File: src/design/sdasc_pkg.sv
// ----------------------------------------------------------------------------
// sdasc_pkg
// Shared types and constants for the signed 16-bit to decimal ASCII unit.
// ----------------------------------------------------------------------------
package sdasc_pkg;

  localparam int VALUE_W    = 16;
  localparam int DIGIT_W    = 4;
  localparam int NUM_DIGITS = 5;
  localparam int CHAR_W     = 8;
  localparam int LEN_W      = 3;

  // One divide-by-ten stage per decimal digit
  localparam int DIV_STAGES = NUM_DIGITS;

  // floor(x / 10) == (x * 52429) >> 19 for every x below 43699
  localparam int               RECIP_W     = 17;
  localparam logic [RECIP_W-1:0] RECIP10   = 17'd52429;
  localparam int               RECIP_SHIFT = 19;
  localparam int               PROD_W      = VALUE_W + RECIP_W;

  localparam logic [CHAR_W-1:0] ASCII_ZERO  = 8'h30;
  localparam logic [CHAR_W-1:0] ASCII_MINUS = 8'h2D;
  localparam logic [CHAR_W-1:0] CHAR_ERROR  = 8'h00;

  localparam logic [LEN_W-1:0] MAX_LEN_RESET = 3'd6;

  typedef logic [NUM_DIGITS-1:0][DIGIT_W-1:0] digits_t;

  // Work item carried down the conversion pipeline
  typedef struct packed {
    logic                neg;
    logic [VALUE_W-1:0]  quo;
    digits_t             digs;
  } conv_t;

endpackage

File: src/design/signed_int16_to_decimal_ascii_unit.sv
// ----------------------------------------------------------------------------
// signed_int16_to_decimal_ascii_unit
// Converts signed 16-bit values into decimal ASCII text streams.
// ----------------------------------------------------------------------------
// Usage:
//   in_*  : one signed 16-bit value per transaction on in_tdata.
//   out_* : one character per transaction, most significant first; a minus
//           sign leads negative values, no leading zeros, no terminator.
//           out_tlast marks the final character, which also carries the
//           text length. out_tuser high flags a text longer than max_length:
//           a single transaction with character 0 and length 0.
//   cfg_* : writes max_length (reset value 6); write only while idle.
// Timing:
//   An absolute-value stage, five divide-by-ten stages (one multiplier
//   each), a serializer load and the output register lie between input
//   and the first character. The serializer emits one character per cycle
//   while out_tready is high, so a value occupies it for 1 to 6 characters
//   (its text length, or one on error); the pipeline ahead buffers values.
// Reset and stall:
//   rst_n clears all valid bits and restores max_length. When out_tready
//   is low, every stage holds its data and in_tready drops once the
//   pipeline is full; nothing is lost or repeated.
// ----------------------------------------------------------------------------
module signed_int16_to_decimal_ascii_unit (
  input  logic        clk,
  input  logic        rst_n,
  input  logic        in_tvalid,
  output logic        in_tready,
  input  logic [15:0] in_tdata,   // [15:0] value
  output logic        out_tvalid,
  input  logic        out_tready,
  output logic [15:0] out_tdata,  // [7:0] character, [10:8] text_length, rest 0
  output logic        out_tlast,
  output logic        out_tuser,  // [0] too_long
  input  logic        cfg_valid,
  output logic        cfg_ready,
  input  logic [2:0]  cfg_data    // [2:0] max_length
);
  import sdasc_pkg::*;

  logic [LEN_W-1:0] max_length_r;

  logic             st_valid [DIV_STAGES+1];
  logic             st_ready [DIV_STAGES+1];
  conv_t            st_data  [DIV_STAGES+1];

  logic              s0_valid_r;
  conv_t             s0_r;
  conv_t             s0_nxt;
  logic [CHAR_W-1:0] ch;
  logic [LEN_W-1:0]  len;

  // configuration
  assign cfg_ready = 1'b1;

  always_ff @(posedge clk) begin
    if (!rst_n) begin
      max_length_r <= MAX_LEN_RESET;
    end else if (cfg_valid && cfg_ready) begin
      max_length_r <= cfg_data;
    end
  end

  // sign and magnitude stage
  always_comb begin
    s0_nxt.neg  = in_tdata[VALUE_W-1];
    s0_nxt.quo  = in_tdata[VALUE_W-1] ? VALUE_W'(16'd0 - in_tdata) : in_tdata;
    s0_nxt.digs = '0;
  end

  assign in_tready = !s0_valid_r || st_ready[0];

  always_ff @(posedge clk) begin
    if (!rst_n) begin
      s0_valid_r <= 1'b0;
    end else if (in_tready) begin
      s0_valid_r <= in_tvalid;
    end
  end

  always_ff @(posedge clk) begin
    if (in_tready && in_tvalid) begin
      s0_r <= s0_nxt;
    end
  end

  assign st_valid[0] = s0_valid_r;
  assign st_data[0]  = s0_r;

  for (genvar g = 0; g < DIV_STAGES; g++) begin : g_div
    sdasc_div_stage u_div (
      .clk       (clk),
      .rst_n     (rst_n),
      .in_valid  (st_valid[g]),
      .in_ready  (st_ready[g]),
      .in_data   (st_data[g]),
      .out_valid (st_valid[g+1]),
      .out_ready (st_ready[g+1]),
      .out_data  (st_data[g+1])
    );
  end

  sdasc_serializer u_ser (
    .clk        (clk),
    .rst_n      (rst_n),
    .max_length (max_length_r),
    .in_valid   (st_valid[DIV_STAGES]),
    .in_ready   (st_ready[DIV_STAGES]),
    .in_data    (st_data[DIV_STAGES]),
    .out_valid  (out_tvalid),
    .out_ready  (out_tready),
    .out_char   (ch),
    .out_last   (out_tlast),
    .out_len    (len),
    .out_err    (out_tuser)
  );

  assign out_tdata = {5'd0, len, ch};

endmodule

File: src/design/sdasc_div_stage.sv
// ----------------------------------------------------------------------------
// sdasc_div_stage
// One pipeline stage: divide the running quotient by ten and shift the
// remainder into the digit vector.
// ----------------------------------------------------------------------------
module sdasc_div_stage (
  input  logic            clk,
  input  logic            rst_n,
  input  logic            in_valid,
  output logic            in_ready,
  input  sdasc_pkg::conv_t in_data,
  output logic            out_valid,
  input  logic            out_ready,
  output sdasc_pkg::conv_t out_data
);
  import sdasc_pkg::*;

  logic               valid_r;
  conv_t              data_r;
  conv_t              data_nxt;
  logic [PROD_W-1:0]  prod;
  logic [VALUE_W-1:0] quo;
  logic [VALUE_W-1:0] quo_x10;
  logic [DIGIT_W-1:0] rem;

  always_comb begin
    prod     = PROD_W'(in_data.quo) * PROD_W'(RECIP10);
    quo      = VALUE_W'(prod >> RECIP_SHIFT);
    quo_x10  = (quo << 3) + (quo << 1);
    rem      = DIGIT_W'(in_data.quo - quo_x10);
    data_nxt.neg  = in_data.neg;
    data_nxt.quo  = quo;
    // newest remainder goes to the low end; the most significant digit
    // ends up at index 0
    data_nxt.digs = {in_data.digs[NUM_DIGITS-2:0], rem};
  end

  assign in_ready  = !valid_r || out_ready;
  assign out_valid = valid_r;
  assign out_data  = data_r;

  always_ff @(posedge clk) begin
    if (!rst_n) begin
      valid_r <= 1'b0;
    end else if (in_ready) begin
      valid_r <= in_valid;
    end
  end

  always_ff @(posedge clk) begin
    if (in_ready && in_valid) begin
      data_r <= data_nxt;
    end
  end

endmodule

File: src/design/sdasc_serializer.sv
// ----------------------------------------------------------------------------
// sdasc_serializer
// Turns one converted value into its run of characters, one per cycle
// while out_ready allows, through a registered output stage.
// ----------------------------------------------------------------------------
module sdasc_serializer (
  input  logic                        clk,
  input  logic                        rst_n,
  input  logic [sdasc_pkg::LEN_W-1:0] max_length,
  input  logic                        in_valid,
  output logic                        in_ready,
  input  sdasc_pkg::conv_t            in_data,
  output logic                        out_valid,
  input  logic                        out_ready,
  output logic [sdasc_pkg::CHAR_W-1:0] out_char,
  output logic                        out_last,
  output logic [sdasc_pkg::LEN_W-1:0] out_len,
  output logic                        out_err
);
  import sdasc_pkg::*;

  // held item
  logic             hold_r,     hold_nxt;
  logic             err_r,      err_nxt;
  logic             negp_r,     negp_nxt;
  logic [LEN_W-1:0] rem_r,      rem_nxt;
  logic [LEN_W-1:0] total_r,    total_nxt;
  digits_t          dq_r,       dq_nxt;

  // output register
  logic              ov_r,      ov_nxt;
  logic [CHAR_W-1:0] och_r,     och_nxt;
  logic              olast_r,   olast_nxt;
  logic [LEN_W-1:0]  olen_r,    olen_nxt;
  logic              oerr_r,    oerr_nxt;

  logic             out_free;
  logic             emit;
  logic             emit_last;
  logic             load;
  logic [LEN_W-1:0] ndig;
  logic [LEN_W-1:0] ld_total;
  digits_t          aligned;

  // count significant digits and left-align them at index 0
  always_comb begin
    priority if (in_data.digs[0] != '0) begin
      ndig    = 3'd5;
      aligned = in_data.digs;
    end else if (in_data.digs[1] != '0) begin
      ndig    = 3'd4;
      aligned = in_data.digs >> DIGIT_W;
    end else if (in_data.digs[2] != '0) begin
      ndig    = 3'd3;
      aligned = in_data.digs >> (2 * DIGIT_W);
    end else if (in_data.digs[3] != '0) begin
      ndig    = 3'd2;
      aligned = in_data.digs >> (3 * DIGIT_W);
    end else begin
      ndig    = 3'd1;
      aligned = in_data.digs >> (4 * DIGIT_W);
    end
    ld_total = ndig + LEN_W'(in_data.neg);
  end

  assign out_free  = !ov_r || out_ready;
  assign emit      = hold_r && out_free;
  assign emit_last = err_r || (!negp_r && (rem_r == 3'd1));
  assign in_ready  = !hold_r || (emit && emit_last);
  assign load      = in_valid && in_ready;

  always_comb begin
    hold_nxt  = hold_r;
    err_nxt   = err_r;
    negp_nxt  = negp_r;
    rem_nxt   = rem_r;
    total_nxt = total_r;
    dq_nxt    = dq_r;
    ov_nxt    = ov_r && !out_ready;
    och_nxt   = och_r;
    olast_nxt = olast_r;
    olen_nxt  = olen_r;
    oerr_nxt  = oerr_r;

    if (emit) begin
      ov_nxt = 1'b1;
      if (err_r) begin
        och_nxt   = CHAR_ERROR;
        olast_nxt = 1'b1;
        olen_nxt  = '0;
        oerr_nxt  = 1'b1;
        hold_nxt  = 1'b0;
      end else if (negp_r) begin
        och_nxt   = ASCII_MINUS;
        olast_nxt = 1'b0;
        olen_nxt  = '0;
        oerr_nxt  = 1'b0;
        negp_nxt  = 1'b0;
      end else begin
        och_nxt   = ASCII_ZERO + CHAR_W'(dq_r[0]);
        olast_nxt = emit_last;
        olen_nxt  = emit_last ? total_r : '0;
        oerr_nxt  = 1'b0;
        rem_nxt   = rem_r - 3'd1;
        dq_nxt    = dq_r >> DIGIT_W;
        if (emit_last) begin
          hold_nxt = 1'b0;
        end
      end
    end

    if (load) begin
      hold_nxt  = 1'b1;
      err_nxt   = ld_total > max_length;
      negp_nxt  = in_data.neg;
      rem_nxt   = ndig;
      total_nxt = ld_total;
      dq_nxt    = aligned;
    end
  end

  always_ff @(posedge clk) begin
    if (!rst_n) begin
      hold_r <= 1'b0;
      ov_r   <= 1'b0;
    end else begin
      hold_r <= hold_nxt;
      ov_r   <= ov_nxt;
    end
  end

  always_ff @(posedge clk) begin
    err_r   <= err_nxt;
    negp_r  <= negp_nxt;
    rem_r   <= rem_nxt;
    total_r <= total_nxt;
    dq_r    <= dq_nxt;
    och_r   <= och_nxt;
    olast_r <= olast_nxt;
    olen_r  <= olen_nxt;
    oerr_r  <= oerr_nxt;
  end

  assign out_valid = ov_r;
  assign out_char  = och_r;
  assign out_last  = olast_r;
  assign out_len   = olen_r;
  assign out_err   = oerr_r;

endmodule
File: config.mk
export PLATFORM = sky130hd
export DESIGN_NAME = signed_int16_to_decimal_ascii_unit
export DESIGN_NICKNAME = d
export VERILOG_FILES = /design/src/design/sdasc_pkg.sv /design/src/design/signed_int16_to_decimal_ascii_unit.sv /design/src/design/sdasc_div_stage.sv /design/src/design/sdasc_serializer.sv
export SDC_FILE = /design/constraint.sdc
export NUM_CORES = 1
export LEC_CHECK = 0
export ABC_AREA = 1
export BUFFER_PORTS_ARGS = -buffer_cell sky130_fd_sc_hd__buf_2
export CORE_MARGIN = 4
export CORE_UTILIZATION = 40
export DETAILED_ROUTE_END_ITERATION = 8
export SLEW_MARGIN = 10
export SYNTH_ARGS = -nofsm -noshare
export SYNTH_HDL_FRONTEND = slang
export SYNTH_SLANG_ARGS = --single-unit
File: constraint.sdc
create_clock -name clk -period 5.66 [get_ports clk]
set_input_delay 0.849 -clock clk [delete_from_list [all_inputs] [get_ports clk]]
set_output_delay 0.849 -clock clk [all_outputs]
set_load 0.01 [all_outputs]
==> results.sh <==
export IMPL_status="finished, final reports clean"
export IMPL_setup_viol=0
export IMPL_synth_edf_count=155
export IMPL_yosysUniqueCellTypes=52
export IMPL_max_slew_margin_pct=21.1
export IMPL_vias_per_cell=4.88
export IMPL_fin_crit_sh_pct=97.1
export IMPL_synth_simple_area_share_pct=10.9
export IMPL_synthAdderAreaFrac_pct=42.4
export IMPL_place_hpwl_mm=34.1
export IMPL_muxShareOfSynthArea_pct=0
export IMPL_initial_core_util_pct=40.8
export IMPL_nNetsFinal=2644
export IMPL_ys_seq_area_share_pct=26.1
export IMPL_crit_required_ns=5.85
export IMPL_routabilityCongestion=0.941
export IMPL_grt_start_max_net_pins=29
export IMPL_dieArea_um2=50200
export IMPL_htree_levels=4
export IMPL_cp_cell_sequence="buf_4, ha_4, fa_1, inv_1, fa_1, fa_1, inv_2, fa_1, fa_1, ha_4, nand2_4, nor2_1, inv_1, buf_6, nor2_4, a21oi_2, xor2_1, inv_1, ha_4, xnor2_4, o21bai_1, nand3_1, nand2_1, inv_1"
export IMPL_pin_count=45
export IMPL_synthesis_area_um2=18700
export IMPL_netlist_instances=1959
export IMPL_hold_path_cell_count=0
export IMPL_numPortBuffers=36
export IMPL_crit_arrival_ns=5.69
export IMPL_synthArstFlopShare_pct=0
export IMPL_cp_max_fo=4
export IMPL_rsz0062_at_grt="true"
export IMPL_synth_top_family_by_area="adder cells"
export IMPL_cap_viol_max_count=0
export IMPL_end_kind="flop"
export IMPL_crit_type="flop to flop"
export IMPL_synth_ff_type="edfxtp_1"
export IMPL_synth_xor_xnor_area_share_pct=3.26
export IMPL_layout_common_cells="inv_1 (466), ha_1 (339), nand2_1 (232), fa_1 (165), edfxtp_1 (155)"
export IMPL_slew_violations=0
export IMPL_coreArea_um2=45800
export IMPL_crit_path_start_kind="flop"
export IMPL_rows=78
export IMPL_cp_top_family="adder cells"
export IMPL_cts_tree="built"
export IMPL_n_antenna_cell=0
export IMPL_path_depth=24
export IMPL_overflow=0
export IMPL_slowest_delay_ns=0.58
export IMPL_nFillCells=4273
export IMPL_clock_sinks=166
export IMPL_postRouteAntennaNets=0
export IMPL_synth_compound_area_share_pct=6.97
export IMPL_cts_buffers_inserted=17
export IMPL_avgSynthCellArea_um2=9.53
export IMPL_dieWidth_um=224
export IMPL_clockBufferDepth=2
export IMPL_clock_skew_final_ns=0.0168
export IMPL_reg2reg_depth=24
export IMPL_drt_total_wl_mm=39.8
export IMPL_crit_slowest_cell="fa_1"
export IMPL_first_iter_violations=583
export IMPL_wl_per_cell_um=14.7
export IMPL_period_needed_ns=5.50
export IMPL_die_h_um=224
export IMPL_tightest_slew_ns=1.18
export IMPL_grt_pass1_wl_mm=65.9
export IMPL_worstHoldPathType="flop to flop"
export IMPL_clock_latency_ns=0.44
export IMPL_final_common_cell="inv_1"
export IMPL_first_pass_iters=5
export IMPL_crit_buf_inv=7
export IMPL_grt_pass1_vias=13400
export IMPL_clkTransAtPathRegs_ns=0.08
export IMPL_drive_gt1_share_pct=11.9
export IMPL_whs_ns=0.416
export IMPL_path_common_cell="fa_1"
export IMPL_cts_hold_buffers=0
export IMPL_ys_seq_elements=166
export IMPL_via_count=13200
export IMPL_hold_viol=0
export IMPL_cts_root_buf="clkbuf_16"
export IMPL_syn2layout_area_growth_pct=13.6
export IMPL_yosysWarnings=0
export IMPL_drc=0
export IMPL_max_clock_freq_mhz=182
export IMPL_antenna_found_initial=0
export IMPL_grt_use_total_pct=16.0
==> per-stage QoR <==
stage          area (µm²)  setup TNS, ns  util (%)  setup slack, ns  instances
2_1_floorplan       18700              0         -          0.00504       1965
3_3_place_gp        20000         -0.150      43.8           -0.150       2648
3_5_place_dp        20000         -0.183      43.8           -0.183       2648
4_1_cts             20700              0      45.2          0.00295       2684
5_1_grt             21200        -0.0880      46.4          -0.0786       2701
6_report            21200              0      46.4            0.161       2701
==> cell families (layout without fill, tap and decap cells) <==
kind of cell / after synthesis / in the layout
flip-flops: 166 / 166
other: 2 / 8
buffers and inverters: 501 / 637
AND/OR/NAND/NOR: 467 / 467
XOR/XNOR: 68 / 68
AO/OA/AOI/OAI: 223 / 223
adder cells (fa/ha/maj): 532 / 532
==> Yosys cell counts (9+ instances only) <==
| cell type | number | area, µm² |
|---|---|---|
| inv_1 | 480 | 1800 |
| ha_1 | 364 | 4550 |
| nand2_1 | 236 | 886 |
| fa_1 | 168 | 3360 |
| edfxtp_1 | 155 | 4650 |
| nor2_1 | 104 | 390 |
| a21oi_1 | 95 | 475 |
| nand3_1 | 53 | 265 |
| o21ai_0 | 50 | 250 |
| xor2_1 | 39 | 342 |
| xnor2_1 | 28 | 245 |
| nand4_1 | 20 | 125 |
| nor3_1 | 17 | 85.1 |
| a31oi_1 | 13 | 81.3 |
| a21o_1 | 11 | 82.6 |
| dfxtp_1 | 11 | 220 |
| o21bai_1 | 9 | 67.6 |
==> metal layers <==
metal	vias up	part of all wire, %	track usage, %
li1	6600	-	-
met1	6398	46	21.8
met2	168	50	27.7
met3	26	3.5	2.35
met4	0	1.1	2.84
met5	-	0	0
==> sequential cells by signal, indices dropped and copies added, names as in the netlist <==
| signal | count |
|---|---|
| u_ser.out_valid | 1 |
| u_ser.negp_r | 1 |
| u_ser.out_char | 6 |
| u_ser.rem_r | 3 |
| u_ser.dq_r | 20 |
| g_div.u_div.out_valid | 5 |
| g_div.u_div.out_data | 99 |
| u_ser.total_r | 3 |
| u_ser.hold_r | 1 |
| max_length_r | 3 |
| u_ser.out_last | 1 |
| u_ser.out_len | 3 |
| u_ser.out_err | 1 |
| u_ser.err_r | 1 |
| s0_valid_r | 1 |
| s0_r | 17 |
==> final timing paths <==
kind / start / end / slack, ns
max: s0_r[24] / g_div[0].u_div.out_data[3] / 0.16
min: g_div[3].u_div.out_data[36] / g_div[4].u_div.out_data[36] / 0.42
max reg2reg: s0_r[24] / g_div[0].u_div.out_data[3] / 0.16
min reg2reg: g_div[3].u_div.out_data[36] / g_div[4].u_div.out_data[36] / 0.42
==> final cells by class <==
class	count	area (µm²)	area share, %
clock inverters	15	184	0.867
flip-flops and latches	166	4870	23.0
repair buffers	121	841	3.96
multi-input cells	1298	12300	58.1
inverters	484	1820	8.56
clock buffers	17	425	2.00
well taps	600	751	3.54
==> what timing repair did <==
item | CTS | global route
setup endpoints to repair | 1 | 10
gates resized for setup | 4 | 73
buffers inserted | 4 | 17
gates cloned | 0 | 0
pin swaps | 7 | 54
==> worst reg2reg max path: cells and delay by family, from the launching register on <==
| family | cells | cell delay [ns] |
|---|---|---|
| and+or+nand+nor | 5 | 0.39 |
| DFF | 1 | 0.41 |
| xor gates and xnor gates | 2 | 0.33 |
| adders and majority gates | 8 | 3.34 |
| AOI/OAI and AO/OA | 2 | 0.19 |
| buffers and inverters | 7 | 0.61 |
Power is not shown: default switching activity piles up to over one toggle a cycle in this logic, so the estimate is an artifact.
